## src/ople_pkg.sv

```systemverilog
// Shared types and constants of the ordered list engine.
// Used by the channel interfaces, the controller, the datapath and the checker.
package ople_pkg;

   // Field widths of a request and of a response.
   localparam int OPCODE_W = 3;
   localparam int POS_W = 7;
   localparam int DATA_W = 64;
   localparam int INDEX_W = 6;
   localparam int COUNT_W = 7;

   // Default number of list entries.
   localparam int CAPACITY_DEFAULT = 64;

   // Request operation codes; the eighth code is unused and fails.
   typedef enum logic [OPCODE_W-1:0] {
      OP_APPEND            = 3'd0,
      OP_SET_LENGTH        = 3'd1,
      OP_REMOVE_AT         = 3'd2,
      OP_REMOVE_AT_SWAP    = 3'd3,
      OP_REMOVE_VALUE      = 3'd4,
      OP_REMOVE_VALUE_SWAP = 3'd5,
      OP_FIND              = 3'd6
   } opcode_type;

   // Datapath commands issued by the controller, one per cycle.
   typedef enum logic [3:0] {
      CMD_NONE         = 4'd0,
      CMD_LOAD         = 4'd1,
      CMD_APPEND       = 4'd2,
      CMD_FILL_INIT    = 4'd3,
      CMD_FILL_STEP    = 4'd4,
      CMD_SET_LEN      = 4'd5,
      CMD_TAKE_POS     = 4'd6,
      CMD_SCAN_INIT    = 4'd7,
      CMD_SCAN_STEP    = 4'd8,
      CMD_SHIFT_INIT   = 4'd9,
      CMD_SHIFT_STEP   = 4'd10,
      CMD_SHIFT_END    = 4'd11,
      CMD_SWAP_RD_GAP  = 4'd12,
      CMD_SWAP_RD_LAST = 4'd13,
      CMD_SWAP_WR      = 4'd14
   } dp_cmd_type;

   // Controller to datapath.
   typedef struct packed {
      dp_cmd_type op;
      logic       out_load;
   } ctl_cmd_type;

   // Datapath to controller.
   typedef struct packed {
      opcode_type opcode;
      logic       fill_lt_cap;
      logic       pos_le_cap;
      logic       pos_lt_fill;
      logic       zero_more;
      logic       more;
      logic       pend;
      logic       hit;
   } ctl_stat_type;

endpackage

```

## src/ople_ctrl.sv

```systemverilog
// Controller of the ordered list engine: sequences each request through the datapath.
// Depends on ople_pkg for the command and status structs.
module ople_ctrl (
   input  logic                   clock,
   input  logic                   reset,
   input  logic                   req_valid,
   output logic                   req_ready,
   output logic                   rsp_valid,
   input  logic                   rsp_ready,
   output ople_pkg::ctl_cmd_type  cmd,
   input  ople_pkg::ctl_stat_type stat
);

   typedef enum logic [9:0] {
      ST_IDLE        = 10'b0000000001,
      ST_EXEC        = 10'b0000000010,
      ST_FILL        = 10'b0000000100,
      ST_SCAN        = 10'b0000001000,
      ST_SHIFT_START = 10'b0000010000,
      ST_SHIFT       = 10'b0000100000,
      ST_SWAP_A      = 10'b0001000000,
      ST_SWAP_B      = 10'b0010000000,
      ST_SWAP_C      = 10'b0100000000,
      ST_DONE        = 10'b1000000000
   } state_type;

   state_type state_ff, state_in;
   logic      rsp_valid_ff, rsp_valid_in;

   // A new request is taken whenever the engine is idle, even with a response waiting.
   assign req_ready = (state_ff == ST_IDLE);
   assign rsp_valid = rsp_valid_ff;

   // Next state and command decode.
   always_comb begin
      state_in     = state_ff;
      cmd.op       = ople_pkg::CMD_NONE;
      cmd.out_load = 1'b0;
      rsp_valid_in = rsp_valid_ff && !rsp_ready;
      unique case (state_ff)
         ST_IDLE: begin
            if (req_valid) begin
               cmd.op   = ople_pkg::CMD_LOAD;
               state_in = ST_EXEC;
            end
         end
         ST_EXEC: begin
            state_in = ST_DONE;
            unique case (stat.opcode) inside
               ople_pkg::OP_APPEND: begin
                  if (stat.fill_lt_cap) begin
                     cmd.op = ople_pkg::CMD_APPEND;
                  end
               end
               ople_pkg::OP_SET_LENGTH: begin
                  if (stat.pos_le_cap) begin
                     cmd.op   = ople_pkg::CMD_FILL_INIT;
                     state_in = ST_FILL;
                  end
               end
               ople_pkg::OP_REMOVE_AT: begin
                  if (stat.pos_lt_fill) begin
                     cmd.op   = ople_pkg::CMD_TAKE_POS;
                     state_in = ST_SHIFT_START;
                  end
               end
               ople_pkg::OP_REMOVE_AT_SWAP: begin
                  if (stat.pos_lt_fill) begin
                     cmd.op   = ople_pkg::CMD_TAKE_POS;
                     state_in = ST_SWAP_A;
                  end
               end
               ople_pkg::OP_REMOVE_VALUE, ople_pkg::OP_REMOVE_VALUE_SWAP,
               ople_pkg::OP_FIND: begin
                  cmd.op   = ople_pkg::CMD_SCAN_INIT;
                  state_in = ST_SCAN;
               end
               default: begin
                  state_in = ST_DONE;
               end
            endcase
         end
         ST_FILL: begin
            // Zero one new entry a cycle, then take the new length.
            if (stat.zero_more) begin
               cmd.op = ople_pkg::CMD_FILL_STEP;
            end else begin
               cmd.op   = ople_pkg::CMD_SET_LEN;
               state_in = ST_DONE;
            end
         end
         ST_SCAN: begin
            cmd.op = ople_pkg::CMD_SCAN_STEP;
            if (stat.hit) begin
               if (stat.opcode == ople_pkg::OP_REMOVE_VALUE) begin
                  state_in = ST_SHIFT_START;
               end else if (stat.opcode == ople_pkg::OP_REMOVE_VALUE_SWAP) begin
                  state_in = ST_SWAP_A;
               end else begin
                  state_in = ST_DONE;
               end
            end else if (!stat.more && !stat.pend) begin
               state_in = ST_DONE;
            end
         end
         ST_SHIFT_START: begin
            cmd.op   = ople_pkg::CMD_SHIFT_INIT;
            state_in = ST_SHIFT;
         end
         ST_SHIFT: begin
            if (!stat.more && !stat.pend) begin
               cmd.op   = ople_pkg::CMD_SHIFT_END;
               state_in = ST_DONE;
            end else begin
               cmd.op = ople_pkg::CMD_SHIFT_STEP;
            end
         end
         ST_SWAP_A: begin
            cmd.op   = ople_pkg::CMD_SWAP_RD_GAP;
            state_in = ST_SWAP_B;
         end
         ST_SWAP_B: begin
            cmd.op   = ople_pkg::CMD_SWAP_RD_LAST;
            state_in = ST_SWAP_C;
         end
         ST_SWAP_C: begin
            cmd.op   = ople_pkg::CMD_SWAP_WR;
            state_in = ST_DONE;
         end
         ST_DONE: begin
            // Hand the result to the output register once it is free.
            if (!rsp_valid_ff || rsp_ready) begin
               cmd.out_load = 1'b1;
               rsp_valid_in = 1'b1;
               state_in     = ST_IDLE;
            end
         end
         default: begin
            state_in = ST_IDLE;
         end
      endcase
   end

   // State and response-valid registers.
   always_ff @(posedge clock) begin
      if (reset) begin
         state_ff     <= ST_IDLE;
         rsp_valid_ff <= 1'b0;
      end else begin
         state_ff     <= state_in;
         rsp_valid_ff <= rsp_valid_in;
      end
   end

endmodule

```

## config.mk

```make
export PLATFORM = sky130hd
export DESIGN_NAME = ople_ctrl
export DESIGN_NICKNAME = d
export VERILOG_FILES = /design/src/ople_pkg.sv /design/src/ople_ctrl.sv
export SDC_FILE = /design/constraint.sdc
export NUM_CORES = 1
export LEC_CHECK = 0
export ABC_AREA = 1
export CAP_MARGIN = 25
export CORE_UTILIZATION = 50
export CTS_BUF_LIST = sky130_fd_sc_hd__clkbuf_16
export DETAILED_ROUTE_END_ITERATION = 8
export DONT_BUFFER_PORTS = 1
export PLACE_DENSITY = 0.74
export SLEW_MARGIN = 20
export SYNTH_ARGS = -nofsm -noshare
export SYNTH_HDL_FRONTEND = slang
export SYNTH_SLANG_ARGS = --single-unit
export TNS_END_PERCENT = 50
```

## constraint.sdc

```tcl
create_clock -name clock -period 1.4 [get_ports clock]
set_input_delay 0.21 -clock clock [delete_from_list [all_inputs] [get_ports clock]]
set_output_delay 0.21 -clock clock [all_outputs]
set_load 0.1 [all_outputs]
```

==> results_dict.tcl, run 1 <==
set metrics [dict create \
    p_leak_nw 0.7728 \
    cts.sinks 11 \
    ios 21 \
    fp.dieArea_um2 2023 \
    drive_gt1_share_pct 51.06 \
    cp-startpoint "state_ff[0]$_SDFFE_PP1P_" \
    die_width_um 44.98 \
    insertion_delay_ps 240 \
    outcome "finished with violations" \
    antenna_found_initial 0 \
    drt_wl_total_mm 3.474 \
    min_to "state_ff[5]$_SDFFE_PP0P_" \
    root_buffer "clkbuf_16" \
    stdcell_area_um2 1570 \
    via_per_inst 5.516 \
    antenna_cells 0 \
    wire_per_inst_um 16.31 \
    rr_worst_depth 11 \
    first_global_vias 1085 \
    drt_iter0_drc 56 \
    cp.arrival_ps 1720 \
    placed_area_um2 1320 \
    htree_num_levels 1 \
    rows 15 \
    relSlewSlack_pct 77.48 \
    drv_cap 0 \
    clock-skew-final_ps 2.325 \
    overflow 0 \
    hold_depth 1 \
    fin_crit_sh_pct 138.2 \
    area_delta_synth_final_pct 70.05 \
    worst_pin_slew_ps 336.5 \
    drc 0 \
    fmax_ghz 0.5168 \
    clk_pin_slew_ps 50 \
    yosys.area.top_type_share_pct 23.85 \
    post-route-worst-setup-slack_ps -535.0 \
    max-vdd-ir-drop_mv 1.109 \
    synth.top_cells.by_area "dfxtp_1, inv_1, nor2_1" \
    synth_nets 158 \
    synth_edf_count 0 \
    hpwl_mm 2.109 \
    endpoint_kind "output port" \
    crit_type "reg -> out" \
    hold_buffers 0 \
    synth_top_flop_cell "dfxtp_1" \
    violations "negative setup slack" \
    port_buffers 0 \
    yosysMostFrequentCell "inv_1" \
    start_util_pct 53.48 \
    dr.pass1.iters 5 \
    dpl_worst_slack_ps -221.0 \
    final.min_clock_period_ps 1935 \
    hp-start "reset" \
    r2r_setup_slack_ps -240 \
    fillCellCount 83 \
    max_stage_delay_ps 350 \
    core_area_um2 1727 \
    tns_ps -3814 \
    gp_congestion 0.8910 \
    grt_pass1_wl_mm 4.933 \
    finish.net_count 203 \
    chipHeight_um 44.98 \
    track_usage_pct 34.50 \
    grt_max_degree 11 \
    hp-class "in -> reg" \
    clockBufferDepth 2 \
    cp_max_fo 2 \
    ant_nets 0 \
    yosysTopAreaCell "dfxtp_1" \
    async_flop_share_pct 0 \
    crit_path_cell_trace "inv_1, nor2_1, nand3_2, nor2_4, inv_2, o21ai_1, nor2_1, nand4_1, buf_12" \
    cts_tree "built" \
    ys_ff_latch 11 \
    ys_seq_area_share_pct 23.85 \
    crit_required_ps 1190 \
    synth_commonest_cells "inv_1, nor2_1, nand2_1, nand3_1, dfxtp_1" \
    maxSlewViolCount 0 \
    rsz0062_at_grt "true" \
    vias 1175 \
    synth_area_um2 923.4 \
    synth_cells 144 \
    start_kind "flip-flop" \
    syn_area_per_cell_um2 6.412 \
    reg2reg_to "state_ff[0]$_SDFFE_PP1P_" \
    synth.distinct_cells 24 \
    reg2reg_from "state_ff[0]$_SDFFE_PP1P_" \
    cts_buffers 3 \
    cp_slowest_cell "dfxtp_2" \
    setup_viol 13 \
    hold_viol_final 0 \
    yosysWarnings 0 \
    power.density_nw_per_um2 1770 \
    crit_top_cell "nor2_1" \
]
## state kept, by name, summed over array words and instances (netlist names)
register   count
state_ff      10
rsp_valid      1
## final cells by class
type                       instances  area (um2)  share of cell area (%)
multi-input combinational        106       714.4                   45.50
timing repair buffer              41       414.1                   26.37
sequential                        11       234.0                   14.90
inverter                          26       97.59                   6.215
clock buffer                       3       75.07                   4.781
tap                               25       31.28                   1.992
clock inverter                     1       3.754                  0.2390
## critical path: cells and delay by family, from the launching register on
kind | cells | cell delay, ps
buf+inv | 3 | 320
simple gates | 5 | 690
flops | 1 | 350
compound gates | 1 | 120
## cells in the final DEF (no fill, tap or decap), types with 5 or more instances in the layout
cell type | netlist | final
buf_12 | 0 | 5
nand3_1 | 14 | 12
buf_6 | 0 | 7
nor2_1 | 24 | 19
nand3_2 | 5 | 5
nor2_4 | 4 | 11
buf_4 | 0 | 28
nand2_2 | 3 | 5
nand2_1 | 19 | 16
a21oi_1 | 8 | 6
inv_1 | 25 | 23
dfxtp_2 | 0 | 8
## per-layer routing
layer / vias up / global-route usage (%) / part of all wire [%]
met4: 0 / 10.30 / 2.0
met1: 559 / 42.40 / 42
met2: 59 / 60.58 / 51
li1: 548 / - / -
met3: 9 / 6.400 / 5.2
met5: - / 0 / 0
## power breakdown
part	internal (mW)	switching [mW]	total [mW]	leakage [nW]
Sequential	0.361	0.0501	0.411	0.0933
Clock	0.377	0.161	0.538	0.0423
Combinational	0.722	1.11	1.83	0.637
Total	1.46	1.32	2.78	0.773
## cell families after synthesis
group,synth area share (%)
compound gates,13.69
flops,23.85
buf+inv,10.97
simple gates,51.49
## what timing repair did
action	in CTS	in global routing
setup endpoints to repair	12	13
pin swaps	8	4
gates cloned	0	0
gates resized for setup	19	16
setup buffers	4	2
endpoints found under the hold margin	0	0
## stage by stage
step | hold slack [ps] | utilization, % | total power [mW] | std cells
2_1_floorplan | 370.0 | - | 1.404 | 144
3_3_place_gp | 274.6 | 76.45 | 1.790 | 203
3_5_place_dp | 275.0 | 76.45 | 1.817 | 203
4_1_cts | 25.46 | 86.59 | 2.544 | 211
5_1_grt | 17.64 | 90.94 | 2.861 | 213
6_report | 17.00 | 90.94 | 2.780 | 213
## how the worst max path moves through the flow
stage	endpoint	depth (start not counted)
after floorplan	cmd[2]	5
after global placement	cmd[1]	9
after detailed placement	cmd[2]	6
after CTS	cmd[2]	6
after global routing	cmd[2]	6
final	cmd[1]	9
Note: power is estimated with default switching activity, not from simulation.
==> run 2: changes to the inputs <==
--- a/config.mk
+++ b/config.mk
@@ -6,12 +6,12 @@
 export NUM_CORES = 1
 export LEC_CHECK = 0
 export ABC_AREA = 1
+export BUFFER_PORTS_ARGS = -buffer_cell sky130_fd_sc_hd__clkbuf_2
 export CAP_MARGIN = 25
 export CORE_UTILIZATION = 50
 export CTS_BUF_LIST = sky130_fd_sc_hd__clkbuf_16
 export DETAILED_ROUTE_END_ITERATION = 8
-export DONT_BUFFER_PORTS = 1
-export PLACE_DENSITY = 0.74
+export PLACE_DENSITY = 0.84
 export SLEW_MARGIN = 20
 export SYNTH_ARGS = -nofsm -noshare
 export SYNTH_HDL_FRONTEND = slang
==> results_dict.tcl, run 2 <==
set metrics [dict create \
    async_flop_share_pct 0 \
    worst_endpoint "cmd[2]" \
    yosysMostFrequentCell "inv_1" \
    die_width_um 44.98 \
    ys_ff_latch 11 \
    haltStage "5_1_grt" \
    rows 15 \
    synth_nets 158 \
    synth_top_flop_cell "dfxtp_1" \
    placed_cells 223 \
    ys_seq_area_share_pct 23.85 \
    port_buffers 20 \
    yosys.area.top_type_share_pct 23.85 \
    firstError "[ERROR GRT-0232] Routing congestion too high. Check the congestion heatmap in the GUI." \
    track_usage_pct 71.88 \
    worst_endpoint_kind "output port" \
    root_buffer "clkbuf_16" \
    yosysTopAreaCell "dfxtp_1" \
    chipHeight_um 44.98 \
    start_util_pct 53.48 \
    synth_edf_count 0 \
    overflow 54 \
    synth.top_cells.by_area "dfxtp_1, inv_1, nor2_1" \
    synth_area_um2 923.4 \
    cts.sinks 11 \
    ios 21 \
    cts_buffers 3 \
    yosysWarnings 0 \
    hpwl_mm 2.509 \
    clockBufferDepth 2 \
    htree_num_levels 1 \
    syn_area_per_cell_um2 6.412 \
    gp_congestion 0.9762 \
    synth.distinct_cells 24 \
    outcome "aborted with a tool error" \
    grt_max_degree 11 \
    synth_commonest_cells "inv_1, nor2_1, nand2_1, nand3_1, dfxtp_1" \
    synth_cells 144 \
    dpl_worst_slack_ps -255.9 \
    hold_buffers 0 \
]
-- run 2: cell families after synthesis --
| logic type | Yosys count | share of synthesized area, % |
|---|---|---|
| AND/OR/NAND/NOR | 84 | 51.49 |
| buffers and inverters | 27 | 10.97 |
| AO/OA/AOI/OAI | 22 | 13.69 |
| flip-flops | 11 | 23.85 |
-- run 2: routing by layer --
layer	global-route usage, %	overflow
met5	0	0
met3	43.20	0
met1	62.65	0
met4	88.48	19
met2	102.9	35
-- run 2: timing repair --
item                                    4_1_cts
gates resized for setup                      17
gates cloned                                  0
setup buffers                                 4
pin swaps                                     6
endpoints found under the setup margin       14
-- run 2: metrics by stage --
stage,instance area [um2],hold slack [ps]
after floorplan,958.4,370.0
after global placement,1439,521.9
after CTS,1613,303.3
after detailed placement,1439,554.7
==> run 3: changes to the inputs <==
--- a/config.mk
+++ b/config.mk
@@ -8,10 +8,10 @@
 export ABC_AREA = 1
 export BUFFER_PORTS_ARGS = -buffer_cell sky130_fd_sc_hd__clkbuf_2
 export CAP_MARGIN = 25
-export CORE_UTILIZATION = 50
-export CTS_BUF_LIST = sky130_fd_sc_hd__clkbuf_16
+export CORE_AREA = 2 2 63 65
 export DETAILED_ROUTE_END_ITERATION = 8
-export PLACE_DENSITY = 0.84
+export DIE_AREA = 0 0 65 67
+export PLACE_DENSITY_LB_ADDON = 0.15
 export SLEW_MARGIN = 20
 export SYNTH_ARGS = -nofsm -noshare
 export SYNTH_HDL_FRONTEND = slang
==> results_dict.tcl, run 3 (synthesized netlist as in run 1, its figures left out) <==
set metrics [dict create \
    layout_common_cells "buf_4, inv_1, nor2_1, nand2_1" \
    fmax_ghz 0.5277 \
    core_area_um2 3606 \
    regMostFlops "state_ff" \
    cts_buffers 3 \
    drive_gt1_share_pct 54.11 \
    clockBufferDepth 2 \
    drc 0 \
    die_width_um 65 \
    clock-skew-final_ps 7.082 \
    chipHeight_um 67 \
    crit_required_ps 1190 \
    p_comb_share_pct 68.9 \
    p_leak_nw 0.8211 \
    post-route-worst-setup-slack_ps -495.1 \
    pwr-share-seq_pct 17.3 \
    final.min_clock_period_ps 1895 \
    p_int_mw 1.237 \
    power_mw 2.370 \
    pwr-share-clk_pct 13.8 \
    insertion_delay_ps 240 \
    crit_type "reg -> out" \
    ant_nets 0 \
    outcome "finished with violations" \
    grt_pass1_wl_mm 4.823 \
    gp_congestion 0.8305 \
    multiInputGateArea_um2 693.2 \
    rows 22 \
    maxSlewViolCount 0 \
    root_buffer "clkbuf_8" \
    finish.net_count 222 \
    start_util_pct 25.61 \
    via_per_inst 4.486 \
    cp.arrival_ps 1690 \
    layout_commonest_cell "buf_4" \
    max-vdd-ir-drop_mv 0.6175 \
    port_buffers 20 \
    power.density_nw_per_um2 1448 \
    endpoint_kind "output port" \
    ios 21 \
    cp_max_fo 4 \
    worst_pin_slew_ps 538.2 \
    grt_max_degree 11 \
    relSlewSlack_pct 64.27 \
    overflow 0 \
    fillCellCount 380 \
    wire_per_inst_um 11.26 \
    hpwl_mm 2.395 \
    antenna_found_initial 0 \
    vias 1144 \
    clk_pin_slew_ps 60 \
    rsz0062_at_grt "true" \
    hp-class "in -> reg" \
    area_delta_synth_final_pct 77.24 \
    hold_viol_final 0 \
    first_global_vias 1183 \
    cts_tree "built" \
    drt_wl_total_mm 2.872 \
    track_usage_pct 14.59 \
    utilization_pct 45.39 \
    largest_register_ffs 10 \
    seqCellArea_um2 230.2 \
    drt_iter0_drc 19 \
    antenna_cells 0 \
    dr.pass1.iters 4 \
    violations "negative setup slack" \
    switchingPower_mw 1.134 \
    setup_viol 12 \
    drv_cap 0 \
    fp.dieArea_um2 4355 \
    dpl_worst_slack_ps -241.0 \
    p_sw_share_pct 47.84 \
    fin_crit_sh_pct 135.4 \
    cts.sinks 11 \
    start_kind "flip-flop" \
    htree_num_levels 1 \
]
[run 3: routing by layer]
metal	vias up	GRT usage [%]	wire length, um
met1	522	14.37	1155
li1	585	-	-
met3	8	2.365	111
met2	29	29.12	1534
met5	-	0	0
met4	0	7.181	71
[run 3: repair_timing]
action                                  in CTS  in global routing
setup buffers                                6                  1
gates resized for setup                     15                  6
endpoints found under the setup margin      12                 14
gates cloned                                 0                  0
hold buffers                                 0                  0
hold endpoints to repair                     0                  0
pin swaps                                   10                  3
[run 3: area by class of cell]
class	instances	area share [%]
Timing Repair Buffer	60	31.19
Clock buffer	4	2.752
Sequential cell	11	14.07
Inverter	26	5.963
Tap cell	48	3.670
Multi-Input combinational cell	106	42.35
[run 3: critical path, cell delays in order, from the launching register on]
cell	delay (ps)
dfxtp_2	340
nor2_4	120
nand3_2	100
nor3_4	250
o31ai_2	130
o211ai_1	290
buf_12	220
[run 3: power by group through the flow]
| stage | Clock [mW] | Sequential [mW] | Combinational [mW] |
|---|---|---|---|
| after floorplan | 0 | 0.431 | 0.973 |
| after global placement | 0 | 0.412 | 1.54 |
| after detailed placement | 0 | 0.415 | 1.54 |
| after CTS | 0.335 | 0.411 | 1.63 |
| after global routing | 0.356 | 0.416 | 1.73 |
| final | 0.328 | 0.410 | 1.63 |
[run 3: final timing paths]
kind	start	end	slack, ps	cells past startpoint
min	stat[0]	state_ff[4]$_SDFFE_PP0P_	310	3
min reg2reg	state_ff[5]$_SDFFE_PP0P_	state_ff[5]$_SDFFE_PP0P_	640	3
max reg2reg	state_ff[4]$_SDFFE_PP0P_	state_ff[0]$_SDFFE_PP1P_	-120	11
max	state_ff[2]$_SDFFE_PP0P_	cmd[2]	-500	6
[run 3: stage by stage]
| stage | area [um2] | setup TNS, ps | hold WS (ps) | instances |
|---|---|---|---|---|
| after floorplan | 958.4 | -4463 | 370.0 | 144 |
| after global placement | 1465 | -1544 | 524.0 | 244 |
| after detailed placement | 1465 | -1505 | 535.5 | 244 |
| after CTS | 1610 | -2906 | 293.0 | 254 |
| after global routing | 1637 | -3923 | 310.8 | 255 |
| final | 1637 | -2700 | 309.9 | 255 |
==> run 4: changes to the inputs <==
--- a/config.mk
+++ b/config.mk
@@ -8,9 +8,10 @@
 export ABC_AREA = 1
 export BUFFER_PORTS_ARGS = -buffer_cell sky130_fd_sc_hd__clkbuf_2
 export CAP_MARGIN = 25
-export CORE_AREA = 2 2 63 65
+export CORE_AREA = 5 5 66 68
+export CTS_BUF_LIST = sky130_fd_sc_hd__clkbuf_16
 export DETAILED_ROUTE_END_ITERATION = 8
-export DIE_AREA = 0 0 65 67
+export DIE_AREA = 0 0 71 73
 export PLACE_DENSITY_LB_ADDON = 0.15
 export SLEW_MARGIN = 20
 export SYNTH_ARGS = -nofsm -noshare
==> results_dict.tcl, run 4 (synthesized netlist as in run 1, its figures left out) <==
set metrics [dict create \
    placed_cells 251 \
    hold_viol_final 0 \
    fillCellCount 423 \
    fin_crit_sh_pct 133.0 \
    p_leak_nw 0.8426 \
    core_area_um2 3799 \
    clock-skew-final_ps 3.984 \
    crit_type "reg -> out" \
    finish.net_count 222 \
    max_stage_delay_ps 330 \
    hold_buffers 0 \
    post-route-worst-setup-slack_ps -461.7 \
    grt_max_degree 11 \
    die_width_um 71 \
    drv_cap 0 \
    final.min_clock_period_ps 1862 \
    start_util_pct 24.31 \
    outcome "finished with violations" \
    multiInputGateArea_um2 681.9 \
    cp.arrival_ps 1650 \
    path_buf_inv 2 \
    dr.pass1.iters 4 \
    drt_wl_total_mm 2.926 \
    seqCellArea_um2 230.2 \
    final_cells 257 \
    layout_commonest_cell "buf_4" \
    largest_register_ffs 10 \
    hp-class "in -> reg" \
    drt_iter0_drc 15 \
    r2r_setup_slack_ps -90 \
    track_usage_pct 12.71 \
    htree_num_levels 1 \
    stdcell_area_um2 1658 \
    antenna_found_initial 0 \
    maxSlewViolCount 0 \
    via_per_inst 4.288 \
    cts_buffers 3 \
    chipHeight_um 73 \
    port_buffers 20 \
    wire_per_inst_um 11.39 \
    rows 23 \
    endpoint_kind "output port" \
    regMostFlops "state_ff" \
    fmax_ghz 0.5371 \
    cts.sinks 11 \
    clockBufferDepth 2 \
    gp_congestion 0.7802 \
    crit_family "simple AND/OR/NAND/NOR gates" \
    rsz0062_at_grt "true" \
    crit_path_cell_trace "nor2_4, inv_2, nor3_4, o31ai_2, o211ai_1, buf_12" \
    area_delta_synth_final_pct 79.54 \
    worst_pin_slew_ps 541.2 \
    root_buffer "clkbuf_16" \
    overflow 0 \
    fp.dieArea_um2 5183 \
    ant_nets 0 \
    start_kind "flip-flop" \
    layout_common_cells "buf_4, inv_1, nor2_1, nand2_1" \
    hold_slack_ps 302.1 \
    power.density_nw_per_um2 1542 \
    placed_area_um2 1493 \
    first_global_vias 1173 \
    hpwl_mm 2.544 \
    insertion_delay_ps 240 \
    ios 21 \
    setup_viol 12 \
    cts_tree "built" \
    vias 1102 \
    violations "negative setup slack" \
    drc 0 \
    max-vdd-ir-drop_mv 0.5110 \
    antenna_cells 0 \
    cp_slowest_cell "dfxtp_2" \
    drive_gt1_share_pct 51.21 \
    grt_pass1_wl_mm 5.154 \
    crit_required_ps 1190 \
    cp_max_fo 4 \
    clk_pin_slew_ps 50 \
    relSlewSlack_pct 64.07 \
]
-- run 4: cell types whose count changed in the layout (fill, tap and decap cells not counted), moves of 3 or more --
cell	previous run	this run
a21oi_1	4	7
a21oi_2	4	1
clkbuf_16	0	4
clkbuf_8	3	0
nor2_2	4	1
-- run 4: area by class of cell --
class	instances	share of cell area (%)
Tap cell	50	3.774
Clock buffer	3	4.528
Sequential cell	11	13.89
Multi-Input combinational cell	106	41.13
Timing Repair Buffer	60	30.57
Clock inverter	1	0.2264
Inverter	26	5.887
-- run 4: through the flow --
step                setup WS, ps  utilization [%]  setup TNS, ps  total power, mW
finish                    -461.7            43.64          -2385            2.557
global route              -538.4            43.64          -3686            2.701
CTS                       -463.8            41.86          -2770            2.527
detailed placement        -206.8            39.30          -1270            1.965
global placement          -218.6            39.30          -1231            1.959
floorplan                  -1211                -          -4463            1.404
-- run 4: metal layers --
metal,routed length [um],vias up,share of wire [%],global-route usage [%]
li1,-,587,-,-
met1,1201,494,41,13.64
met2,1573,19,54,24.41
met3,117,2,4.0,2.479
met4,34,0,1.2,4.802
met5,0,-,0,0
-- run 4: what timing repair did --
| action | in CTS | in global routing |
|---|---|---|
| pin swaps | 2 | 3 |
| resized for setup | 5 | 14 |
| setup buffers | 1 | 1 |
| setup endpoints to repair | 12 | 13 |
| cloned | 0 | 0 |
-- run 4: path summary, 6_finish.rpt --
path	cells after the start	endpoint	startpoint
setup / recovery	6	cmd[2]	state_ff[9]$_SDFFE_PP0P_
hold / removal	2	state_ff[5]$_SDFFE_PP0P_	reset
hold reg to reg	3	state_ff[5]$_SDFFE_PP0P_	state_ff[5]$_SDFFE_PP0P_
setup reg to reg	8	state_ff[6]$_SDFFE_PP0P_	state_ff[9]$_SDFFE_PP0P_
-- run 4: power breakdown --
part	total (mW)	switching (mW)	internal, mW
clock	0.527	0.151	0.376
sequential	0.409	0.0465	0.363
combinational	1.62	0.958	0.662
total	2.56	1.16	1.40
